File: config.mk
export PLATFORM = sky130hd
export DESIGN_NAME = next_report_delay_calc_flat
export DESIGN_NICKNAME = d
export VERILOG_FILES = /design/src/hdl/nrdc_pkg.sv /design/src/hdl/nrdc_req_if.sv /design/src/hdl/nrdc_rsp_if.sv /design/src/hdl/nrdc_cfg_if.sv /design/src/hdl/next_report_delay_calc.sv /design/src/flat_wrapper.sv
export SDC_FILE = /design/constraint.sdc
export NUM_CORES = 2
export LEC_CHECK = 0
export BUFFER_PORTS_ARGS = -buffer_cell sky130_fd_sc_hd__clkbuf_2
export CORE_MARGIN = 2
export CORE_UTILIZATION = 29
export CTS_CLUSTER_DIAMETER = 50
export DETAILED_ROUTE_END_ITERATION = 12
export HOLD_SLACK_MARGIN = 0.06
export PLACE_DENSITY_LB_ADDON = 0.05
export REMOVE_ABC_BUFFERS = 1
export SYNTH_ARGS = -nofsm -noshare
export SYNTH_HDL_FRONTEND = slang
export SYNTH_SLANG_ARGS = --single-unit
File: constraint.sdc
create_clock -name clk -period 37.8 [get_ports clk]
set_input_delay 3.78 -clock clk [delete_from_list [all_inputs] [get_ports clk]]
set_output_delay 3.78 -clock clk [all_outputs]
set_load 0.01 [all_outputs]
File: src/hdl/nrdc_pkg.sv
package nrdc_pkg;

    // Time constants
    localparam int SECS_PER_DAY  = 86400;
    localparam int SECS_PER_HOUR = 3600;
    localparam int SECS_PER_MIN  = 60;
    localparam int MAX_HOUR      = 23;
    localparam int MAX_MINUTE    = 59;

    // Field widths
    localparam int TS_W      = 64;
    localparam int REM_W     = 17;
    localparam int CHARS_W   = 32;
    localparam int IVL_W     = 16;
    localparam int ISEC_W    = 22;
    localparam int CFG_IDX_W = 2;

    // Day modulo split: 86400 = 2^7 * 675
    localparam int LOW_BITS = 7;
    localparam int DAY_ODD  = SECS_PER_DAY >> LOW_BITS;
    localparam int ODD_W    = 10;
    localparam int NBYTES   = 7;
    localparam int PROD_W   = 18;
    localparam int SUM_W    = 21;
    localparam int Q_W      = 11;

    // Reciprocal of 675 scaled by 2^32, rounded up; exact for sums below 2^21
    localparam int RECIP_SHIFT = 32;
    localparam int RECIP_W     = 23;
    localparam longint RECIP   = ((64'd1 << RECIP_SHIFT) + DAY_ODD - 1) / DAY_ODD;

    // Divider iterations: one quotient bit per stage over the 17-bit offset
    localparam int DIV_STAGES = REM_W;

    // Weight of byte j of the high part, i.e. 2^(8j) mod 675
    function automatic int byte_weight(input int j);
        int w;
        w = 1;
        for (int k = 0; k < j; k++)
        begin
            w = (w * 256) % DAY_ODD;
        end
        return w;
    endfunction

    localparam int BYTE_WEIGHT [NBYTES] = '{
        byte_weight(0), byte_weight(1), byte_weight(2), byte_weight(3),
        byte_weight(4), byte_weight(5), byte_weight(6)
    };

    // Register indexes
    typedef logic [CFG_IDX_W-1:0] cfg_idx_t;
    localparam cfg_idx_t CFG_START_TIME = cfg_idx_t'(0);
    localparam cfg_idx_t CFG_INTERVAL   = cfg_idx_t'(1);

    // Reset values
    localparam logic [CHARS_W-1:0] START_RESET = 32'h3030_3030;
    localparam logic [IVL_W-1:0]   IVL_RESET   = 16'd1;

    localparam logic [7:0] ASCII_ZERO = 8'h30;
    localparam logic [7:0] ASCII_NINE = 8'h39;

endpackage

File: src/hdl/nrdc_req_if.sv
interface nrdc_req_if;
    import nrdc_pkg::*;

    logic            valid;
    logic            ready;
    logic [TS_W-1:0] ts_secs;

    modport source (output valid, output ts_secs, input ready);
    modport sink (input valid, input ts_secs, output ready);
endinterface

File: src/hdl/nrdc_rsp_if.sv
interface nrdc_rsp_if;
    import nrdc_pkg::*;

    logic             valid;
    logic             ready;
    logic [REM_W-1:0] delay_secs;
    logic             error;

    modport source (output valid, output delay_secs, output error, input ready);
    modport sink (input valid, input delay_secs, input error, output ready);
endinterface

File: src/hdl/nrdc_cfg_if.sv
interface nrdc_cfg_if;
    import nrdc_pkg::*;

    logic               valid;
    logic               ready;
    cfg_idx_t           index;
    logic [CHARS_W-1:0] data;

    modport source (output valid, output index, output data, input ready);
    modport sink (input valid, input index, input data, output ready);
endinterface

File: src/hdl/next_report_delay_calc.sv
// Throughput: one request per cycle; a stalled output freezes the whole pipeline.
// Stages: five front stages (day reduction, offset), the 17-stage one-bit-per-stage
// remainder unit and the output register; the first stage loads at the accept edge.
// Reset (rst_n low, async): pipeline emptied, start time "0000", interval 1 minute.
module next_report_delay_calc (
    input  logic   clk,
    input  logic   rst_n,
    nrdc_cfg_if.sink   cfg,
    nrdc_req_if.sink   req,
    nrdc_rsp_if.source rsp
);
    import nrdc_pkg::*;

    // Configuration registers
    logic [CHARS_W-1:0] start_reg;
    logic [IVL_W-1:0]   ivl_reg;

    assign cfg.ready = 1'b1;

    always_ff @(posedge clk or negedge rst_n)
    begin
        if (!rst_n)
        begin
            start_reg <= START_RESET;
            ivl_reg   <= IVL_RESET;
        end
        else if (cfg.valid)
        begin
            unique case (cfg.index)
                CFG_START_TIME: start_reg <= cfg.data;
                CFG_INTERVAL:   ivl_reg   <= cfg.data[IVL_W-1:0];
                default: ;
            endcase
        end
    end

    // Derived schedule values
    logic [3:0]        dig [4];
    logic              bad_char;
    logic [6:0]        hour;
    logic [6:0]        minute;
    logic [REM_W-1:0]  base_next;
    logic [ISEC_W-1:0] isec_next;
    logic              cfg_err_next;
    logic [REM_W-1:0]  base_reg;
    logic [ISEC_W-1:0] isec_reg;
    logic              cfg_err_reg;

    always_comb
    begin
        bad_char = 1'b0;
        for (int i = 0; i < 4; i++)
        begin
            dig[i] = start_reg[8*(3-i) +: 4];
            if (start_reg[8*(3-i) +: 8] < ASCII_ZERO || start_reg[8*(3-i) +: 8] > ASCII_NINE)
            begin
                bad_char = 1'b1;
            end
        end
        hour   = 7'(dig[0] * 7'd10) + 7'(dig[1]);
        minute = 7'(dig[2] * 7'd10) + 7'(dig[3]);
        base_next = REM_W'(hour * REM_W'(SECS_PER_HOUR))
                  + REM_W'(minute * REM_W'(SECS_PER_MIN));
        isec_next = ISEC_W'(ivl_reg * ISEC_W'(SECS_PER_MIN));
        cfg_err_next = bad_char || (ivl_reg == '0)
                     || (hour > 7'(MAX_HOUR)) || (minute > 7'(MAX_MINUTE));
    end

    always_ff @(posedge clk or negedge rst_n)
    begin
        if (!rst_n)
        begin
            base_reg    <= '0;
            isec_reg    <= ISEC_W'(SECS_PER_MIN);
            cfg_err_reg <= 1'b0;
        end
        else
        begin
            base_reg    <= base_next;
            isec_reg    <= isec_next;
            cfg_err_reg <= cfg_err_next;
        end
    end

    // Pipeline advance: the whole pipeline moves while the output register is empty or taken
    logic adv;
    logic ov_reg;
    assign adv       = !ov_reg || rsp.ready;
    assign req.ready = adv;

    // Stage valids
    logic v1_reg, v2_reg, v3_reg, v4_reg, v5_reg;
    logic dv_reg [DIV_STAGES];

    // Stage payloads
    logic                err1_reg, err2_reg, err3_reg, err4_reg, err5_reg;
    logic [LOW_BITS-1:0] lo1_reg, lo2_reg, lo3_reg;
    logic [PROD_W-1:0]   prod1_reg [NBYTES];
    logic [SUM_W-1:0]    sum2_reg, sum3_reg;
    logic [Q_W-1:0]      q3_reg;
    logic [REM_W-1:0]    cur4_reg, cur5_reg;
    logic                before5_reg;
    logic [REM_W-1:0]    d5_reg;

    logic                derr_reg    [DIV_STAGES];
    logic [REM_W-1:0]    dcur_reg    [DIV_STAGES];
    logic                dbefore_reg [DIV_STAGES];
    logic [REM_W-1:0]    dd_reg      [DIV_STAGES];
    logic [ISEC_W-1:0]   dr_reg      [DIV_STAGES];

    logic [REM_W-1:0]    orem_reg;
    logic                oerr_reg;

    // Stage 1: per-byte weighted residues of the timestamp high part
    logic [PROD_W-1:0] prod_next [NBYTES];
    always_comb
    begin
        for (int j = 0; j < NBYTES; j++)
        begin
            prod_next[j] = PROD_W'(req.ts_secs[LOW_BITS + 8*j +: 8])
                         * PROD_W'(BYTE_WEIGHT[j]);
        end
    end

    // Stage 2: sum of residues
    logic [SUM_W-1:0] sum_next;
    always_comb
    begin
        sum_next = '0;
        for (int j = 0; j < NBYTES; j++)
        begin
            sum_next = sum_next + SUM_W'(prod1_reg[j]);
        end
    end

    // Stage 3: quotient by reciprocal
    logic [SUM_W+RECIP_W-1:0] recip_prod;
    assign recip_prod = (SUM_W+RECIP_W)'(sum2_reg) * (SUM_W+RECIP_W)'(RECIP);

    // Stage 4: remainder mod 675, joined with the low bits
    logic [SUM_W-1:0] odd_rem;
    assign odd_rem = sum3_reg - SUM_W'(q3_reg * SUM_W'(DAY_ODD));

    // Stage 5: offset from start of schedule
    logic before_next;
    assign before_next = cur4_reg < base_reg;

    // Divider steps: restoring remainder, one bit per stage
    logic [ISEC_W-1:0] step_r [DIV_STAGES];
    always_comb
    begin
        for (int k = 0; k < DIV_STAGES; k++)
        begin
            logic [ISEC_W:0] t;
            if (k == 0)
            begin
                t = {{ISEC_W{1'b0}}, d5_reg[DIV_STAGES-1]};
            end
            else
            begin
                t = {dr_reg[k-1], dd_reg[k-1][DIV_STAGES-1-k]};
            end
            if (t >= {1'b0, isec_reg})
            begin
                t = t - {1'b0, isec_reg};
            end
            step_r[k] = t[ISEC_W-1:0];
        end
    end

    // Final: pick the report point
    logic [ISEC_W-1:0] cand;
    logic [ISEC_W:0]   reach;
    logic [REM_W:0]    wrap;
    logic [REM_W-1:0]  rem_next;
    localparam int L = DIV_STAGES - 1;
    always_comb
    begin
        cand  = isec_reg - dr_reg[L];
        reach = (ISEC_W+1)'(dcur_reg[L]) + (ISEC_W+1)'(cand);
        wrap  = (REM_W+1)'(base_reg) + (REM_W+1)'(SECS_PER_DAY) - (REM_W+1)'(dcur_reg[L]);
        if (derr_reg[L])
        begin
            rem_next = '0;
        end
        else if (dbefore_reg[L])
        begin
            rem_next = base_reg - dcur_reg[L];
        end
        else if (reach < (ISEC_W+1)'(SECS_PER_DAY))
        begin
            rem_next = cand[REM_W-1:0];
        end
        else
        begin
            rem_next = wrap[REM_W-1:0];
        end
    end

    // Valid bits
    always_ff @(posedge clk or negedge rst_n)
    begin
        if (!rst_n)
        begin
            v1_reg <= 1'b0;
            v2_reg <= 1'b0;
            v3_reg <= 1'b0;
            v4_reg <= 1'b0;
            v5_reg <= 1'b0;
            for (int k = 0; k < DIV_STAGES; k++)
            begin
                dv_reg[k] <= 1'b0;
            end
            ov_reg <= 1'b0;
        end
        else if (adv)
        begin
            v1_reg <= req.valid;
            v2_reg <= v1_reg;
            v3_reg <= v2_reg;
            v4_reg <= v3_reg;
            v5_reg <= v4_reg;
            dv_reg[0] <= v5_reg;
            for (int k = 1; k < DIV_STAGES; k++)
            begin
                dv_reg[k] <= dv_reg[k-1];
            end
            ov_reg <= dv_reg[L];
        end
    end

    // Payloads; the config error joins at stage 5, where the derived values settle
    always_ff @(posedge clk)
    begin
        if (adv)
        begin
            err1_reg  <= req.ts_secs[TS_W-1];
            lo1_reg   <= req.ts_secs[LOW_BITS-1:0];
            prod1_reg <= prod_next;

            err2_reg <= err1_reg;
            lo2_reg  <= lo1_reg;
            sum2_reg <= sum_next;

            err3_reg <= err2_reg;
            lo3_reg  <= lo2_reg;
            sum3_reg <= sum2_reg;
            q3_reg   <= recip_prod[RECIP_SHIFT +: Q_W];

            err4_reg <= err3_reg;
            cur4_reg <= {odd_rem[ODD_W-1:0], lo3_reg};

            err5_reg    <= err4_reg || cfg_err_reg;
            cur5_reg    <= cur4_reg;
            before5_reg <= before_next;
            d5_reg      <= cur4_reg - base_reg;

            derr_reg[0]    <= err5_reg;
            dcur_reg[0]    <= cur5_reg;
            dbefore_reg[0] <= before5_reg;
            dd_reg[0]      <= d5_reg;
            dr_reg[0]      <= step_r[0];
            for (int k = 1; k < DIV_STAGES; k++)
            begin
                derr_reg[k]    <= derr_reg[k-1];
                dcur_reg[k]    <= dcur_reg[k-1];
                dbefore_reg[k] <= dbefore_reg[k-1];
                dd_reg[k]      <= dd_reg[k-1];
                dr_reg[k]      <= step_r[k];
            end

            orem_reg <= rem_next;
            oerr_reg <= derr_reg[L];
        end
    end

    assign rsp.valid      = ov_reg;
    assign rsp.delay_secs = orem_reg;
    assign rsp.error      = oerr_reg;

endmodule

File: src/flat_wrapper.sv
// flat-port wrapper written by rule: the top's interface ports become plain ports
module next_report_delay_calc_flat import nrdc_pkg::*;
  (clk, rst_n, cfg_valid, cfg_index, cfg_data, cfg_ready, req_valid, req_ts_secs, req_ready, rsp_valid, rsp_delay_secs, rsp_error, rsp_ready);
  nrdc_cfg_if cfg_i ();
  nrdc_req_if req_i ();
  nrdc_rsp_if rsp_i ();
  input  logic clk;
  input  logic rst_n;
  input wire logic [$bits(cfg_i.valid)-1:0] cfg_valid;
  input wire logic [$bits(cfg_i.index)-1:0] cfg_index;
  input wire logic [$bits(cfg_i.data)-1:0] cfg_data;
  output wire logic [$bits(cfg_i.ready)-1:0] cfg_ready;
  input wire logic [$bits(req_i.valid)-1:0] req_valid;
  input wire logic [$bits(req_i.ts_secs)-1:0] req_ts_secs;
  output wire logic [$bits(req_i.ready)-1:0] req_ready;
  output wire logic [$bits(rsp_i.valid)-1:0] rsp_valid;
  output wire logic [$bits(rsp_i.delay_secs)-1:0] rsp_delay_secs;
  output wire logic [$bits(rsp_i.error)-1:0] rsp_error;
  input wire logic [$bits(rsp_i.ready)-1:0] rsp_ready;
  assign cfg_i.valid = cfg_valid;
  assign cfg_i.index = cfg_index;
  assign cfg_i.data = cfg_data;
  assign cfg_ready = cfg_i.ready;
  assign req_i.valid = req_valid;
  assign req_i.ts_secs = req_ts_secs;
  assign req_ready = req_i.ready;
  assign rsp_valid = rsp_i.valid;
  assign rsp_delay_secs = rsp_i.delay_secs;
  assign rsp_error = rsp_i.error;
  assign rsp_i.ready = rsp_ready;
  next_report_delay_calc u_core (.clk(clk), .rst_n(rst_n), .cfg(cfg_i), .req(req_i), .rsp(rsp_i));
endmodule
==> metrics.yaml <==
run_status:
  status: "completed"
worst_setup_path:
  crit_type: "in2out"
  cp-end-kind: "output pin"
  critical_path.most_common_cell: "clkbuf_2"
  cpPeakStageDelay_ns: 0.37
  cp-start-kind: "input port"
  required_ns: 34.02
  path_cells: "clkbuf_2 -> nand2b_4 -> clkbuf_2"
  r2r_slack_ns: 30.36
  crit_slowest_cell: "nand2b_4"
  cp_max_fo: 29
  cp_data_arrival_time_ns: 4.51
sta:
  worstMarginPinSlew_ns: 1.26
  rsz0062_at_grt: "no"
  max_slew_margin: 0.150
  fin_worst_skew_ns: 0.0542
  fin_crit_ns: 8.29
  timing.final.setup_violations: 0
  setup_ws_ns: 29.51
  slew_violations: 0
  fin_crit_sh: 0.219
  hold_violations: 0
  setup-tns-final_ns: 0
  fmax_mhz: 121
yosys:
  synth-edff-count: 1024
  yosys.area.top_type: "edfxtp_1"
  seq_area_frac_synth: 0.446
  synth_most_common_cell: "edfxtp_1"
  synth_top_area_frac: 0.410
  synth_warnings: 0
  muxShareOfSynthArea: 0.0385
  synthAdderAreaFrac: 0.248
  async_flop_share: 0.0946
  syn_area_mm2: 0.0749
  ys_top_cells_by_area: "edfxtp_1 (41%), ha_1 (16%), fa_1 (9.0%)"
  synth_top_family_by_area: "adder cells"
  synth.avg_cell_area_um2: 12.0
  synth_cells: 6250
  synth_compound_area_frac: 0.101
  yosys.area_share.simple: 0.0757
  synth_commonest_cells: "edfxtp_1 (1024), ha_1 (947), inv_1 (730)"
  synth_flop_cell: "edfxtp_1"
  ys_ff_latch: 1131
  synthXorXnorAreaFrac: 0.0497
  synthDistinctLibCells: 84
clocking:
  clock_latency_ns: 0.82
  cts_resized: 0
  cts_sinks: 1131
  cts.path.max_buffers: 3
  ctsHoldBuffers: 0
  post_cts_buffers: 0
  htreeDepth: 4
  cts.reportedPaths.clkPinSlew_ns: 0.05
  cts_tree: "done"
  numCtsBuffers: 179
  root_buffer: "clkbuf_16"
route:
  num_vias: 46739
  remaining_drc_errors: 0
  viasPerCell: 4.63
  drt-initial-drc-count: 2411
  drt_pre_antenna_iters: 5
  wl_per_cell_um: 19.7
  drtAntennaViolNets: 0
  wl_um: 199000
global_routing:
  met3_usage: 0.0229
  grt-ovfl-total: 0
  grt_antenna_before_repair: 14
  grt_pass1_wl_um: 301000
  grt_usage: 0.151
  grtUsageMet2: 0.263
  grt_max_degree: 177
  grt_busiest_layer: "met2"
  grt_pass1_vias: 47999
  gr-usage-met1: 0.195
place:
  dp_hpwl_um: 152000
  place_area_mm2: 0.0801
  gp_congestion: 0.792
  port-buffer-count: 122
  post-place-ws_ns: 29.21
cells_and_area:
  area_delta_synth_final_pct: 15.1
  fill_cells: 25622
  postLayoutCellArea_mm2: 0.0863
  final_layout_size_suffix_gt1_frac: 0.120
  seqCellArea_mm2: 0.0334
  largest_reg_flops: 340
  nNetsFinal: 7942
  multiInputGateArea_mm2: 0.0385
floorplanning:
  die_x_um: 512
  num_io_pins: 124
  core_mm2: 0.257
  die_h_um: 512
  die-area_mm2: 0.262
  start_util: 0.292
  rows: 186
hold_path:
  hold_path_class: "reg2reg"
run:
  max_cap_viol_count: 0
layout make-up:
type / count / share of cell area
antenna: 5 / 0.000145
clock buffer: 198 / 0.0536
clock inverter: 136 / 0.0176
inverter: 731 / 0.0318
multi-input combinational: 4323 / 0.447
sequential: 1131 / 0.388
tap: 3384 / 0.0491
timing repair buffer: 190 / 0.0133
metrics by stage:
step	util	std cells	hold slack, ns
after floorplan	-	6185	0.385
after global placement	0.312	9759	0.400
after detailed placement	0.312	9759	0.405
after CTS	0.336	10093	0.386
after global routing	0.336	10096	0.376
final	0.336	10098	0.366
final timing paths:
kind                                                         end                             start  cells past startpoint
worst min-delay path            u_core.dcur_reg[0][52]$_DFFE_PP_  u_core.dcur_reg[0][35]$_DFFE_PP_                      0
worst min register to register  u_core.dcur_reg[0][52]$_DFFE_PP_  u_core.dcur_reg[0][35]$_DFFE_PP_                      0
worst max register to register        u_core.q3_reg[8]$_DFFE_PP_      u_core.sum2_reg[9]$_DFFE_PP_                     22
max in group asynchronous       u_core.start_reg[26]$_DFFE_PN0P_                             rst_n                      2
worst max-delay path                                   req_ready                         rsp_ready                      3
min in group asynchronous          u_core.ivl_reg[7]$_DFFE_PN0P_                             rst_n                      1
placed cells by master (no fill, tap or decap), types with 24 or more instances in the layout:
cell type,instances
nor3_1,98
edfxtp_1,1024
o21bai_1,45
a31oi_1,31
fa_1,336
clkbuf_2,121
or2_2,25
mux2_2,235
a211oi_1,49
clkbuf_16,182
ha_1,947
xor2_1,133
xnor2_1,292
o21a_1,70
o21ai_0,259
and3_1,42
o31ai_1,30
inv_1,730
nand3_1,88
nand2b_1,70
buf_4,67
nor2b_1,65
mux2i_1,24
dfrtp_1,94
a21oi_1,345
nand2_1,257
nor2_1,347
a21o_1,125
nand4_1,57
a21boi_0,42
worst max-delay path, delay by kind of cell:
family	cells	cell delay (ns)
AND/OR/NAND/NOR	1	0.37
buffers and inverters	2	0.33
routing by layer:
| layer | wire (um) | share of wire | vias to the layer above |
|---|---|---|---|
| met5 | 50 | 0.00025 | - |
| met4 | 4550 | 0.023 | 8 |
| met3 | 5800 | 0.029 | 253 |
| met2 | 98400 | 0.50 | 607 |
| met1 | 89900 | 0.45 | 22619 |
| li1 | - | - | 23252 |
kinds of logic after synthesis:
kind of cell             Yosys count
adder cells (fa/ha/maj)         1283
AO/OA/AOI/OAI                   1180
AND/OR/NAND/NOR                 1166
flip-flops                      1131
buffers and inverters            804
XOR/XNOR                         425
multiplexers                     259
other                              2
Power is not shown: default switching activity piles up to over one toggle a cycle in this logic, so the estimate is an artifact.
